$ cat config.mk
export PLATFORM = sky130hd
export DESIGN_NAME = line_rasterizer_pixel_address_core_flat
export DESIGN_NICKNAME = d
export VERILOG_FILES = /design/src/sv/lrpa_pkg.sv /design/src/sv/lrpa_in_if.sv /design/src/sv/lrpa_out_if.sv /design/src/sv/line_rasterizer_pixel_address_core.sv /design/src/flat_wrapper.sv
export SDC_FILE = /design/constraint.sdc
export NUM_CORES = 2
export LEC_CHECK = 0
export ABC_CLOCK_PERIOD_IN_PS = 16600
export BUFFER_PORTS_ARGS = -buffer_cell sky130_fd_sc_hd__buf_2
export CAP_MARGIN = 20
export CORE_AREA = 4 4 374 376
export CTS_CLUSTER_DIAMETER = 100
export DETAILED_ROUTE_END_ITERATION = 7
export DIE_AREA = 0 0 378 380
export PLACE_DENSITY_LB_ADDON = 0.15
export SKIP_LAST_GASP = 1
export SLEW_MARGIN = 20
export SYNTH_ARGS = -nofsm -noshare
export SYNTH_HDL_FRONTEND = slang
export SYNTH_SLANG_ARGS = --single-unit
$ cat constraint.sdc
create_clock -name clk -period 16.6 [get_ports clk]
set_input_delay 0.83 -clock clk [delete_from_list [all_inputs] [get_ports clk]]
set_output_delay 0.83 -clock clk [all_outputs]
set_load 0.1 [all_outputs]
$ cat src/sv/lrpa_pkg.sv
package lrpa_pkg;

  // field widths
  localparam int COORD_W  = 16;
  localparam int COLOR_W  = 8;
  localparam int OFFSET_W = 34;
  localparam int CFG_IDX_W  = 3;
  localparam int CFG_DATA_W = 16;

  // 24-bit bitmap row layout: rows padded to whole 32-bit words
  localparam int BITS_PER_PIXEL = 24;
  localparam int ROW_ROUND      = 31;
  localparam int ROW_WORD_BITS  = 32;
  localparam int ROW_WORD_BYTES = 4;
  localparam int ROW_SIZE_W     = 18;

  // configuration register indexes
  typedef enum logic [CFG_IDX_W-1:0] {
    REG_CANVAS_WIDTH  = 3'd0,
    REG_CANVAS_HEIGHT = 3'd1,
    REG_COLOR_RED     = 3'd2,
    REG_COLOR_GREEN   = 3'd3,
    REG_COLOR_BLUE    = 3'd4
  } cfg_reg_t;

  // request kinds
  typedef enum logic {
    REQ_START   = 1'b0,
    REQ_ADVANCE = 1'b1
  } req_kind_t;

endpackage

$ cat src/sv/lrpa_in_if.sv
interface lrpa_in_if;
  import lrpa_pkg::*;

  logic               valid;
  logic               ready;
  logic               req_type;
  logic [COORD_W-1:0] start_x;
  logic [COORD_W-1:0] start_y;
  logic [COORD_W-1:0] end_x;
  logic [COORD_W-1:0] end_y;

  modport source (
    output valid, req_type, start_x, start_y, end_x, end_y,
    input  ready
  );

  modport sink (
    input  valid, req_type, start_x, start_y, end_x, end_y,
    output ready
  );
endinterface

$ cat src/sv/lrpa_out_if.sv
interface lrpa_out_if;
  import lrpa_pkg::*;

  logic                valid;
  logic                ready;
  logic [COORD_W-1:0]  pixel_x;
  logic [COORD_W-1:0]  pixel_y;
  logic                inside_res;
  logic [OFFSET_W-1:0] byte_offset;
  logic [COLOR_W-1:0]  out_red;
  logic [COLOR_W-1:0]  out_green;
  logic [COLOR_W-1:0]  out_blue;
  logic                last_pixel;

  modport source (
    output valid, pixel_x, pixel_y, inside_res, byte_offset,
           out_red, out_green, out_blue, last_pixel,
    input  ready
  );

  modport sink (
    input  valid, pixel_x, pixel_y, inside_res, byte_offset,
           out_red, out_green, out_blue, last_pixel,
    output ready
  );
endinterface

$ cat src/sv/line_rasterizer_pixel_address_core.sv
// Line rasterizer with 24-bit bitmap addressing. A start request (req_type 0)
// latches two endpoints and gives no pixel; each advance request (req_type 1)
// gives the next pixel of the line with its clip flag, byte offset and color,
// and last_pixel marks the end of the line. One 18x16 multiplier and a
// radix-2 restoring divider, one quotient bit per cycle, are shared under a
// small sequencer, so an advance on a sloped line runs multiply, load, 16
// divide steps, position, address multiply and offset add before the result
// register, and on a horizontal or vertical line only position, address
// multiply and offset add. A start request, or an advance with no line in
// progress, is handled in the idle state. The request side is held off while
// a pixel is computed; a finished pixel waits in the output register without
// blocking the next request.
module line_rasterizer_pixel_address_core (
  input  logic                           clk,
  input  logic                           rst,
  input  logic                           cfg_we,
  input  logic [lrpa_pkg::CFG_IDX_W-1:0]  cfg_index,
  input  logic [lrpa_pkg::CFG_DATA_W-1:0] cfg_data,
  lrpa_in_if.sink                        cmd,
  lrpa_out_if.source                     pix
);
  import lrpa_pkg::*;

  typedef enum logic [2:0] {
    LC_SHALLOW_UP,
    LC_STEEP_UP,
    LC_HORIZONTAL,
    LC_VERT_UP,
    LC_VERT_DOWN,
    LC_SHALLOW_DOWN,
    LC_STEEP_DOWN
  } line_case_t;

  typedef enum logic [2:0] {
    S_IDLE,
    S_MUL,
    S_LOAD,
    S_DIV,
    S_POS,
    S_ADDR,
    S_OUT
  } state_t;

  localparam int DIV_STEPS = COORD_W;
  localparam int CNT_W     = $clog2(DIV_STEPS);
  localparam int NUM_W     = 2 * COORD_W + 1;
  localparam int ROW_BITS_W = 21;

  state_t state;

  // configuration registers
  logic [COORD_W-1:0] canvas_width;
  logic [COORD_W-1:0] canvas_height;
  logic [COLOR_W-1:0] color_red;
  logic [COLOR_W-1:0] color_green;
  logic [COLOR_W-1:0] color_blue;

  // line state
  logic [COORD_W-1:0] anchor_x;
  logic [COORD_W-1:0] anchor_y;
  logic [COORD_W-1:0] far_x;
  logic [COORD_W-1:0] far_y;
  line_case_t         line_case;
  logic [COORD_W-1:0] step_position;
  logic               line_active;

  // shared datapath registers
  logic [OFFSET_W-1:0] prod;
  logic [COORD_W-1:0]  divisor;
  logic [COORD_W:0]    rem;
  logic [COORD_W-1:0]  quo;
  logic [CNT_W-1:0]    cnt;
  logic [COORD_W-1:0]  cur_x;
  logic [COORD_W-1:0]  cur_y;
  logic                cur_inside;
  logic                cur_last;

  // output register
  logic                res_valid;
  logic [COORD_W-1:0]  res_x;
  logic [COORD_W-1:0]  res_y;
  logic                res_inside;
  logic [OFFSET_W-1:0] res_offset;
  logic [COLOR_W-1:0]  res_red;
  logic [COLOR_W-1:0]  res_green;
  logic [COLOR_W-1:0]  res_blue;
  logic                res_last;

  // start request classification
  logic               swap;
  logic [COORD_W-1:0] sx, sy, ex, ey;
  logic [COORD_W-1:0] s_dx, s_up, s_down;
  line_case_t         start_case;
  logic               start_live;

  always_comb begin
    swap = cmd.start_x > cmd.end_x;
    sx = swap ? cmd.end_x   : cmd.start_x;
    sy = swap ? cmd.end_y   : cmd.start_y;
    ex = swap ? cmd.start_x : cmd.end_x;
    ey = swap ? cmd.start_y : cmd.end_y;
    s_dx   = ex - sx;
    s_up   = ey - sy;
    s_down = sy - ey;
    start_case = LC_SHALLOW_UP;
    start_live = 1'b1;
    if (sx < ex && sy < ey) begin
      start_case = (s_up <= s_dx) ? LC_SHALLOW_UP : LC_STEEP_UP;
    end else if (sx < ex && sy == ey) begin
      start_case = LC_HORIZONTAL;
    end else if (sx == ex && sy < ey) begin
      start_case = LC_VERT_UP;
    end else if (sx == ex && sy > ey) begin
      start_case = LC_VERT_DOWN;
    end else if (sy > ey) begin
      start_case = (s_down <= s_dx) ? LC_SHALLOW_DOWN : LC_STEEP_DOWN;
    end else begin
      start_live = 1'b0;
    end
  end

  // per-case major span, minor delta and pixel position
  logic [COORD_W-1:0] dx_w, dy_up, dy_dn;
  logic [COORD_W-1:0] span_w, minor_w;
  logic               sloped;
  logic               case_valid;
  logic [COORD_W-1:0] pos_x, pos_y;

  always_comb begin
    dx_w  = far_x - anchor_x;
    dy_up = far_y - anchor_y;
    dy_dn = anchor_y - far_y;
    span_w  = dx_w;
    minor_w = '0;
    sloped  = 1'b0;
    case_valid = 1'b1;
    pos_x = anchor_x;
    pos_y = anchor_y;
    case (line_case)
      LC_SHALLOW_UP: begin
        span_w = dx_w; minor_w = dy_up; sloped = 1'b1;
        pos_x = anchor_x + step_position; pos_y = anchor_y + quo;
      end
      LC_STEEP_UP: begin
        span_w = dy_up; minor_w = dx_w; sloped = 1'b1;
        pos_y = anchor_y + step_position; pos_x = anchor_x + quo;
      end
      LC_HORIZONTAL: begin
        span_w = dx_w;
        pos_x = anchor_x + step_position;
      end
      LC_VERT_UP: begin
        span_w = dy_up;
        pos_y = anchor_y + step_position;
      end
      LC_VERT_DOWN: begin
        span_w = dy_dn;
        pos_y = far_y + step_position;
      end
      LC_SHALLOW_DOWN: begin
        span_w = dx_w; minor_w = dy_dn; sloped = 1'b1;
        pos_x = anchor_x + step_position; pos_y = anchor_y - quo;
      end
      LC_STEEP_DOWN: begin
        span_w = dy_dn; minor_w = dx_w; sloped = 1'b1;
        pos_y = anchor_y - step_position; pos_x = anchor_x + quo;
      end
      default: begin
        case_valid = 1'b0;
      end
    endcase
  end

  // padded row size in bytes
  logic [ROW_BITS_W-1:0] row_bits;
  logic [ROW_SIZE_W-1:0] row_size;

  always_comb begin
    row_bits = ROW_BITS_W'(canvas_width) * ROW_BITS_W'(BITS_PER_PIXEL)
             + ROW_BITS_W'(ROW_ROUND);
    row_size = ROW_SIZE_W'((row_bits / ROW_WORD_BITS) * ROW_WORD_BYTES);
  end

  // shared multiplier
  logic [ROW_SIZE_W-1:0] mul_a;
  logic [COORD_W-1:0]    mul_b;
  logic [OFFSET_W-1:0]   mul_p;

  always_comb begin
    if (state == S_ADDR) begin
      mul_a = row_size;
      mul_b = canvas_height - cur_y;
    end else begin
      mul_a = ROW_SIZE_W'(step_position);
      mul_b = minor_w;
    end
    mul_p = OFFSET_W'(mul_a) * OFFSET_W'(mul_b);
  end

  // dividend with ceiling bias, divider step
  logic [NUM_W-1:0]   num;
  logic [COORD_W:0]   shifted;
  logic               q_bit;

  always_comb begin
    num = NUM_W'(prod[2*COORD_W-1:0]);
    if (line_case == LC_SHALLOW_DOWN) begin
      num = num + NUM_W'(divisor - 1'b1);
    end
    shifted = {rem[COORD_W-1:0], quo[COORD_W-1]};
    q_bit   = shifted >= {1'b0, divisor};
  end

  // clip test and column offset
  logic                inside_w;
  logic [COORD_W-1:0]  xm1;
  logic [COORD_W+1:0]  col_off;

  always_comb begin
    inside_w = pos_x != '0 && pos_y != '0 &&
               pos_x <= canvas_width && pos_y <= canvas_height;
    xm1     = cur_x - 1'b1;
    col_off = (COORD_W+2)'(xm1) + (COORD_W+2)'({xm1, 1'b0});
  end

  logic cmd_fire;
  logic pix_fire;
  assign cmd_fire = cmd.valid && cmd.ready;
  assign pix_fire = res_valid && pix.ready;

  assign cmd.ready = state == S_IDLE && !rst;

  // sequencer, line state and output register
  always_ff @(posedge clk) begin
    if (rst) begin
      state         <= S_IDLE;
      canvas_width  <= COORD_W'(1);
      canvas_height <= COORD_W'(1);
      color_red     <= '0;
      color_green   <= '0;
      color_blue    <= '0;
      anchor_x      <= '0;
      anchor_y      <= '0;
      far_x         <= '0;
      far_y         <= '0;
      line_case     <= LC_SHALLOW_UP;
      step_position <= '0;
      line_active   <= 1'b0;
      cnt           <= '0;
      res_valid     <= 1'b0;
    end else begin
      // configuration writes
      if (cfg_we) begin
        case (cfg_reg_t'(cfg_index))
          REG_CANVAS_WIDTH:  canvas_width  <= cfg_data;
          REG_CANVAS_HEIGHT: canvas_height <= cfg_data;
          REG_COLOR_RED:     color_red     <= cfg_data[COLOR_W-1:0];
          REG_COLOR_GREEN:   color_green   <= cfg_data[COLOR_W-1:0];
          REG_COLOR_BLUE:    color_blue    <= cfg_data[COLOR_W-1:0];
          default: ;
        endcase
      end

      if (pix_fire && state != S_OUT) begin
        res_valid <= 1'b0;
      end

      case (state)
        S_IDLE: begin
          if (cmd_fire) begin
            if (req_kind_t'(cmd.req_type) == REQ_START) begin
              anchor_x      <= sx;
              anchor_y      <= sy;
              far_x         <= ex;
              far_y         <= ey;
              step_position <= '0;
              line_case     <= start_case;
              line_active   <= start_live;
            end else if (line_active) begin
              if (!case_valid) begin
                line_active <= 1'b0;
              end else if (sloped) begin
                state <= S_MUL;
              end else begin
                state <= S_POS;
              end
            end
          end
        end
        S_MUL: begin
          prod    <= mul_p;
          divisor <= span_w;
          state   <= S_LOAD;
        end
        S_LOAD: begin
          rem   <= num[NUM_W-1:COORD_W];
          quo   <= num[COORD_W-1:0];
          cnt   <= '0;
          state <= S_DIV;
        end
        S_DIV: begin
          rem <= q_bit ? (shifted - {1'b0, divisor}) : shifted;
          quo <= {quo[COORD_W-2:0], q_bit};
          cnt <= cnt + 1'b1;
          if (cnt == CNT_W'(DIV_STEPS - 1)) begin
            state <= S_POS;
          end
        end
        S_POS: begin
          cur_x      <= pos_x;
          cur_y      <= pos_y;
          cur_inside <= inside_w;
          cur_last   <= step_position >= span_w;
          if (step_position >= span_w) begin
            line_active <= 1'b0;
          end else begin
            step_position <= step_position + 1'b1;
          end
          state <= S_ADDR;
        end
        S_ADDR: begin
          prod  <= mul_p;
          state <= S_OUT;
        end
        S_OUT: begin
          if (!res_valid || pix.ready) begin
            res_valid  <= 1'b1;
            res_x      <= cur_x;
            res_y      <= cur_y;
            res_inside <= cur_inside;
            res_offset <= cur_inside ? prod + OFFSET_W'(col_off) : '0;
            res_red    <= color_red;
            res_green  <= color_green;
            res_blue   <= color_blue;
            res_last   <= cur_last;
            state      <= S_IDLE;
          end
        end
        default: begin
          state <= S_IDLE;
        end
      endcase
    end
  end

  // result channel
  assign pix.valid       = res_valid;
  assign pix.pixel_x     = res_x;
  assign pix.pixel_y     = res_y;
  assign pix.inside_res  = res_inside;
  assign pix.byte_offset = res_offset;
  assign pix.out_red     = res_red;
  assign pix.out_green   = res_green;
  assign pix.out_blue    = res_blue;
  assign pix.last_pixel  = res_last;

endmodule

$ cat src/flat_wrapper.sv
// flat-port wrapper written by rule: the top's interface ports become plain ports
module line_rasterizer_pixel_address_core_flat import lrpa_pkg::*;
  (clk, rst, cfg_we, cfg_index, cfg_data, cmd_valid, cmd_req_type, cmd_start_x, cmd_start_y, cmd_end_x, cmd_end_y, cmd_ready, pix_valid, pix_pixel_x, pix_pixel_y, pix_inside_res, pix_byte_offset, pix_out_red, pix_out_green, pix_out_blue, pix_last_pixel, pix_ready);
  lrpa_in_if cmd_i ();
  lrpa_out_if pix_i ();
  input  logic clk;
  input  logic rst;
  input  logic cfg_we;
  input  logic [lrpa_pkg::CFG_IDX_W-1:0] cfg_index;
  input  logic [lrpa_pkg::CFG_DATA_W-1:0] cfg_data;
  input wire logic [$bits(cmd_i.valid)-1:0] cmd_valid;
  input wire logic [$bits(cmd_i.req_type)-1:0] cmd_req_type;
  input wire logic [$bits(cmd_i.start_x)-1:0] cmd_start_x;
  input wire logic [$bits(cmd_i.start_y)-1:0] cmd_start_y;
  input wire logic [$bits(cmd_i.end_x)-1:0] cmd_end_x;
  input wire logic [$bits(cmd_i.end_y)-1:0] cmd_end_y;
  output wire logic [$bits(cmd_i.ready)-1:0] cmd_ready;
  output wire logic [$bits(pix_i.valid)-1:0] pix_valid;
  output wire logic [$bits(pix_i.pixel_x)-1:0] pix_pixel_x;
  output wire logic [$bits(pix_i.pixel_y)-1:0] pix_pixel_y;
  output wire logic [$bits(pix_i.inside_res)-1:0] pix_inside_res;
  output wire logic [$bits(pix_i.byte_offset)-1:0] pix_byte_offset;
  output wire logic [$bits(pix_i.out_red)-1:0] pix_out_red;
  output wire logic [$bits(pix_i.out_green)-1:0] pix_out_green;
  output wire logic [$bits(pix_i.out_blue)-1:0] pix_out_blue;
  output wire logic [$bits(pix_i.last_pixel)-1:0] pix_last_pixel;
  input wire logic [$bits(pix_i.ready)-1:0] pix_ready;
  assign cmd_i.valid = cmd_valid;
  assign cmd_i.req_type = cmd_req_type;
  assign cmd_i.start_x = cmd_start_x;
  assign cmd_i.start_y = cmd_start_y;
  assign cmd_i.end_x = cmd_end_x;
  assign cmd_i.end_y = cmd_end_y;
  assign cmd_ready = cmd_i.ready;
  assign pix_valid = pix_i.valid;
  assign pix_pixel_x = pix_i.pixel_x;
  assign pix_pixel_y = pix_i.pixel_y;
  assign pix_inside_res = pix_i.inside_res;
  assign pix_byte_offset = pix_i.byte_offset;
  assign pix_out_red = pix_i.out_red;
  assign pix_out_green = pix_i.out_green;
  assign pix_out_blue = pix_i.out_blue;
  assign pix_last_pixel = pix_i.last_pixel;
  assign pix_i.ready = pix_ready;
  line_rasterizer_pixel_address_core u_core (.clk(clk), .rst(rst), .cfg_we(cfg_we), .cfg_index(cfg_index), .cfg_data(cfg_data), .cmd(cmd_i), .pix(pix_i));
endmodule
==> results by stage <==
Yosys:
- Sorting the synthesized cells by area gives the leading types as sky130_fd_sc_hd__edfxtp_1 15%, sky130_fd_sc_hd__ha_1 12%, sky130_fd_sc_hd__fa_1 12%, sky130_fd_sc_hd__dfxtp_1 7.3%, sky130_fd_sc_hd__nand2_1 6.7%.
- The fraction of synthesis flops using an asynchronous set or reset pin is 0%.
- The post-synthesis net count is 5,662.
- Among all flip-flop cells after synthesis, the most frequent one is sky130_fd_sc_hd__edfxtp_1.
- Sequential elements use 22.6% of the synthesized area.
- For this run, the number of Yosys warnings is 0.
- The share of Yosys cell area claimed by the top area cell type is 15.3%.
- A synthesized cell averages about 8.3 um^2.
- After synthesis the cells add up to 40,700 um^2.
- The top cell type by total area after synthesis is sky130_fd_sc_hd__edfxtp_1.
- The number of synthesized register bits is 356.
- After technology mapping, the gate count stands at 4,925.
- After synthesis, the netlist uses 100 different library cells.
- The number of enable flip-flop cells after synthesis is between 200 and 250.

STA:
- In the final timing run, aggregate negative setup slack is 0 ns.
- The max-slew violation total from the final report came to 0.
- The clock period could shrink to 10.11 ns.
- The setup slack of the critical path after layout is 6.49 ns.
- The tightest slew margin relative to the limit is 11.7%.
- The final number of hold-violating endpoints is 0.
- The worst hold slack is around 0.43 ns.
- The maximum frequency from static timing analysis is 98.9 MHz.
- Setup repair after global routing left no endpoint under its margin.
- At the pin with the least slew margin, the transition time is 1.31 ns.
- The final cycle utilization of the critical path is 60.9%.
- Clock skew on the completed layout was measured at 0.0669 ns.
- Setup violations remaining at the end of the flow were counted as 0.

Clocking:
- Hold repair after CTS inserted 0 buffers.
- After clock tree synthesis, the setup repair step added 0 buffers.
- The H-tree generated during clock tree synthesis spans 2 levels.
- Counting the buffers created by CTS gives 47.
- CTS saw ~360 sinks.
- Counting along the longest clock path gives a buffer depth of 3.
- The buffer cell driving the clock tree root is sky130_fd_sc_hd__clkbuf_16.
- After clock tree synthesis, the clock-pin slew on the worst setup and hold paths is 0.06 ns.
- The TritonCTS clock tree is done.
- The count of instances resized after the clock tree is built is 0.
- Clock latency on the worst-skew pair, taken at its later pin, is roughly 0.66 ns.

Worst setup path:
- For the worst setup path, the data arrival time is ~10 ns.
- The minimum setup slack among reg-to-reg paths is 6.49 ns.
- The cell family with the largest share of critical-path delay is adder cells.
- The worst flop-to-flop path endpoint is u_core.prod[30].
- STA classifies the critical path startpoint as a flop.
- The largest fanout of any net on the critical path is 18.
- The kind of critical path is flop to flop.
- On the worst path, the slowest cell contributes a delay of ~0.94 ns.
- Data on the critical path is required at its endpoint by between 15 and 20 ns.
- The largest individual stage delay along the critical path comes from the cell sky130_fd_sc_hd__a311o_1.
- The beginning of the worst register-to-register path is u_core.anchor_y[0].
- The cell with the most instances on the worst path is sky130_fd_sc_hd__fa_1.
- The number of cells on the worst reg-to-reg path is 35.
- The number of buffer and inverter stages on the critical path is 6.
- STA classifies the critical path endpoint as a flop.

Die:
- During I/O placement, the number of pins put on the boundary was 183.
- Once the floorplan was initialized, standard cells occupied 29.7% of the core.
- The die is 378 um wide.
- Row generation in the floorplan step produced 136 rows.
- Measured along the y axis, the die boundary spans 380 um.
- The die covers between 100,000 and 150,000 um^2.
- The region available for standard cell placement spans about 140,000 um^2.

Hold path:
- The start point of the worst hold path is cfg_data[12].
- The tightest min-delay check is of the input pin to flop type.
- The path with the worst hold slack has its endpoint at u_core.canvas_width[12].
- The cell depth of the worst min-delay path is 3.

Drt:
- Dividing the detail-routed wire length by the instance count gives around 22 um.
- The average vias per placed instance is 5.24.
- The count of routing violations after the opening detailed-route iteration is 2,665.
- Before antenna repair, the detailed router went through 6 iterations.
- For this run, design rule violations remaining after detail routing come to 0.
- Wires add up to between 100 and 150 mm.
- The total via count after detailed routing is 35,900.
- The detail route stage leaves a number of antenna-violating nets equal to 0.

Power:
- The internal power of the cells totals 2.40 mW.
- The total power density per cell area is 99.3 nW/um^2.
- The static leakage is 19.6 nW.
- The analysis attributes to net switching a power of 2.10 mW.
- The share of total power dissipated in the clock network is between 20 and 25%.
- IR analysis of the VDD net gives a maximum drop of between 0.08 and 0.09 mV.
- The fraction of power spent switching nets is between 40% and 50%.
- The total power of the final layout is 4.50 mW.
- Per report_power, the sequential group accounts for 25.0% of the total.
- The part of the power in combinational logic is 52.3%.

Finish:
- After routing the design area is roughly 45,000 um^2.
- Counting the fill cells in the layout gives 14,600.
- For this run, the post-layout net count is 5,764.
- Excluding fillers, the count of instances in the completed layout stands at roughly 6,900.
- The layout overhead on the synthesized area is 11.4%.
- The most common library cell in the layout ignoring fill and taps is sky130_fd_sc_hd__nand2_1.
- The share of post-route cells with drive strength above 1 is 8.41%.
- Cells fill about a third of the core in the end.
- Leaving out fill and tap cells, the most frequent cells in the layout are 724 x sky130_fd_sc_hd__nand2_1, 487 x sky130_fd_sc_hd__inv_1, 401 x sky130_fd_sc_hd__ha_1, 358 x sky130_fd_sc_hd__nor2_1, 277 x sky130_fd_sc_hd__a21oi_1.

Flow run:
- Across the run, the number of max-cap violations was 0.

Placed design:
- At the end of routability-driven placement, the weighted congestion stood at 0.922.
- Prior to clock tree synthesis, the placed netlist has a worst setup slack of 6.56 ns.
- In this run, placement finished with an instance count of 6,770.
- The placed instance area is 43,700 um^2.
- The post-detailed-placement half-perimeter wirelength is 121 mm.
- Input and output buffers added on the ports amount to 182.

Global route:
- The total overflow left after global routing is 0.
- The via count of the first global-routing pass is 35,600.
- The global router's overall resource usage is 20.4%.
- Entering global routing, the biggest net connects 80 pins.
- The global-route wire length before repair is ~230 mm.
- The number of antenna violations at the first check in global routing is 7.

Status:
- The run finished with clean final reports.
## worst max path at each step
stage | slack, ns | start | cells after the start | to
6_report | 6.49 | u_core.anchor_y[0] | 35 | u_core.prod[30]
5_1_grt | 5.95 | u_core.anchor_y[1] | 35 | u_core.prod[33]
4_1_cts | 6.58 | u_core.anchor_y[0] | 35 | u_core.prod[30]
3_5_place_dp | 6.56 | u_core.anchor_y[0] | 35 | u_core.prod[30]
3_3_place_gp | 6.65 | u_core.anchor_y[0] | 35 | u_core.prod[30]
2_1_floorplan | 7.46 | u_core.anchor_x[1] | 35 | u_core.prod[30]
## routing by layer
metal | wire length [um] | global-route usage, % | vias to the layer above
met5 | 0 | 0 | -
met4 | 4620 | 5.91 | 0
met3 | 7110 | 2.19 | 194
met2 | 68000 | 33.4 | 875
met1 | 69400 | 28.5 | 17500
li1 | - | - | 17300
## cells in the mapped netlist (11+ instances only)
| library cell | count |
|---|---|
| sky130_fd_sc_hd__and4_1 | 11 |
| sky130_fd_sc_hd__buf_1 | 21 |
| sky130_fd_sc_hd__nor2_1 | 366 |
| sky130_fd_sc_hd__a21o_1 | 96 |
| sky130_fd_sc_hd__a21boi_0 | 13 |
| sky130_fd_sc_hd__o221ai_1 | 11 |
| sky130_fd_sc_hd__nor3_1 | 87 |
| sky130_fd_sc_hd__a211o_1 | 18 |
| sky130_fd_sc_hd__and3_1 | 36 |
| sky130_fd_sc_hd__buf_2 | 14 |
| sky130_fd_sc_hd__inv_1 | 487 |
| sky130_fd_sc_hd__a311oi_1 | 67 |
| sky130_fd_sc_hd__o211ai_1 | 30 |
| sky130_fd_sc_hd__a31oi_1 | 28 |
| sky130_fd_sc_hd__nor4_1 | 17 |
| sky130_fd_sc_hd__o21ai_1 | 20 |
| sky130_fd_sc_hd__edfxtp_1 | 208 |
| sky130_fd_sc_hd__o21ai_0 | 212 |
| sky130_fd_sc_hd__xnor2_1 | 197 |
| sky130_fd_sc_hd__xor2_1 | 99 |
| sky130_fd_sc_hd__o22ai_1 | 23 |
| sky130_fd_sc_hd__or3_1 | 40 |
| sky130_fd_sc_hd__mux2i_1 | 38 |
| sky130_fd_sc_hd__nand2b_1 | 57 |
| sky130_fd_sc_hd__a221oi_1 | 18 |
| sky130_fd_sc_hd__nor2b_1 | 71 |
| sky130_fd_sc_hd__nand3_1 | 96 |
| sky130_fd_sc_hd__nand4_1 | 47 |
| sky130_fd_sc_hd__clkbuf_1 | 172 |
| sky130_fd_sc_hd__and2_1 | 123 |
| sky130_fd_sc_hd__a211oi_1 | 29 |
| sky130_fd_sc_hd__a21oi_1 | 278 |
| sky130_fd_sc_hd__nor3b_1 | 13 |
| sky130_fd_sc_hd__fa_1 | 247 |
| sky130_fd_sc_hd__or2_2 | 14 |
| sky130_fd_sc_hd__dfxtp_1 | 148 |
| sky130_fd_sc_hd__a221o_1 | 15 |
| sky130_fd_sc_hd__o21bai_1 | 33 |
| sky130_fd_sc_hd__nand2_1 | 725 |
| sky130_fd_sc_hd__o31ai_1 | 14 |
| sky130_fd_sc_hd__o21a_1 | 66 |
| sky130_fd_sc_hd__ha_1 | 401 |
| sky130_fd_sc_hd__maj3_1 | 11 |
| sky130_fd_sc_hd__a22oi_1 | 24 |
## sequential cells by signal (all words and copies together) (netlist names), 16 cells and up
signal and cells:
u_core.anchor_x 16, u_core.anchor_y 16, u_core.canvas_height 16, u_core.canvas_width 16, u_core.cur_x 16, u_core.cur_y 16, u_core.divisor 16, u_core.far_x 16
u_core.far_y 16, u_core.pix.byte_offset 34, u_core.pix.pixel_x 16, u_core.pix.pixel_y 16, u_core.prod 34, u_core.quo 16, u_core.rem 16, u_core.step_position 16
## cell families after synthesis
kind of cell | Yosys count | synth area share (%)
multiplexers | 48 | 1.21
buffers and inverters | 700 | 6.59
flip-flops | 356 | 22.6
XOR/XNOR | 296 | 6.37
AND/OR/NAND/NOR | 1739 | 19.8
adder cells (fa/ha/maj) | 659 | 24.8
AO/OA/AOI/OAI | 1127 | 18.6
## power by group through the flow
| stage | clock network [mW] | registers, mW | logic [mW] |
|---|---|---|---|
| floorplan | 0 | 1.10 | 1.49 |
| global placement | 0 | 1.14 | 2.31 |
| detailed placement | 0 | 1.14 | 2.31 |
| CTS | 1.05 | 1.13 | 2.32 |
| global route | 1.09 | 1.13 | 2.56 |
| finish | 1.02 | 1.13 | 2.35 |
## worst register-to-register path, delay by kind of cell (launching register included)
family	cells	cell delay, ns
buf+inv	6	0.36
compound gates	11	3.36
xor+xnor	2	0.26
flops	1	0.38
simple gates	6	1.15
mux	1	0.24
fa+ha+maj	9	4.13
## layout make-up
class                      instances  area [um^2]  area share (%)
clock inverter                    28          297           0.654
tap                             1794         2240            4.95
inverter                         487         1830            4.03
timing repair buffer             266         1580            3.48
multi-input combinational       3869        28900            63.8
sequential                       356         9210            20.3
clock buffer                      57         1240            2.74
antenna                            1         2.50         0.00552
(Power assumes the default switching activity.)
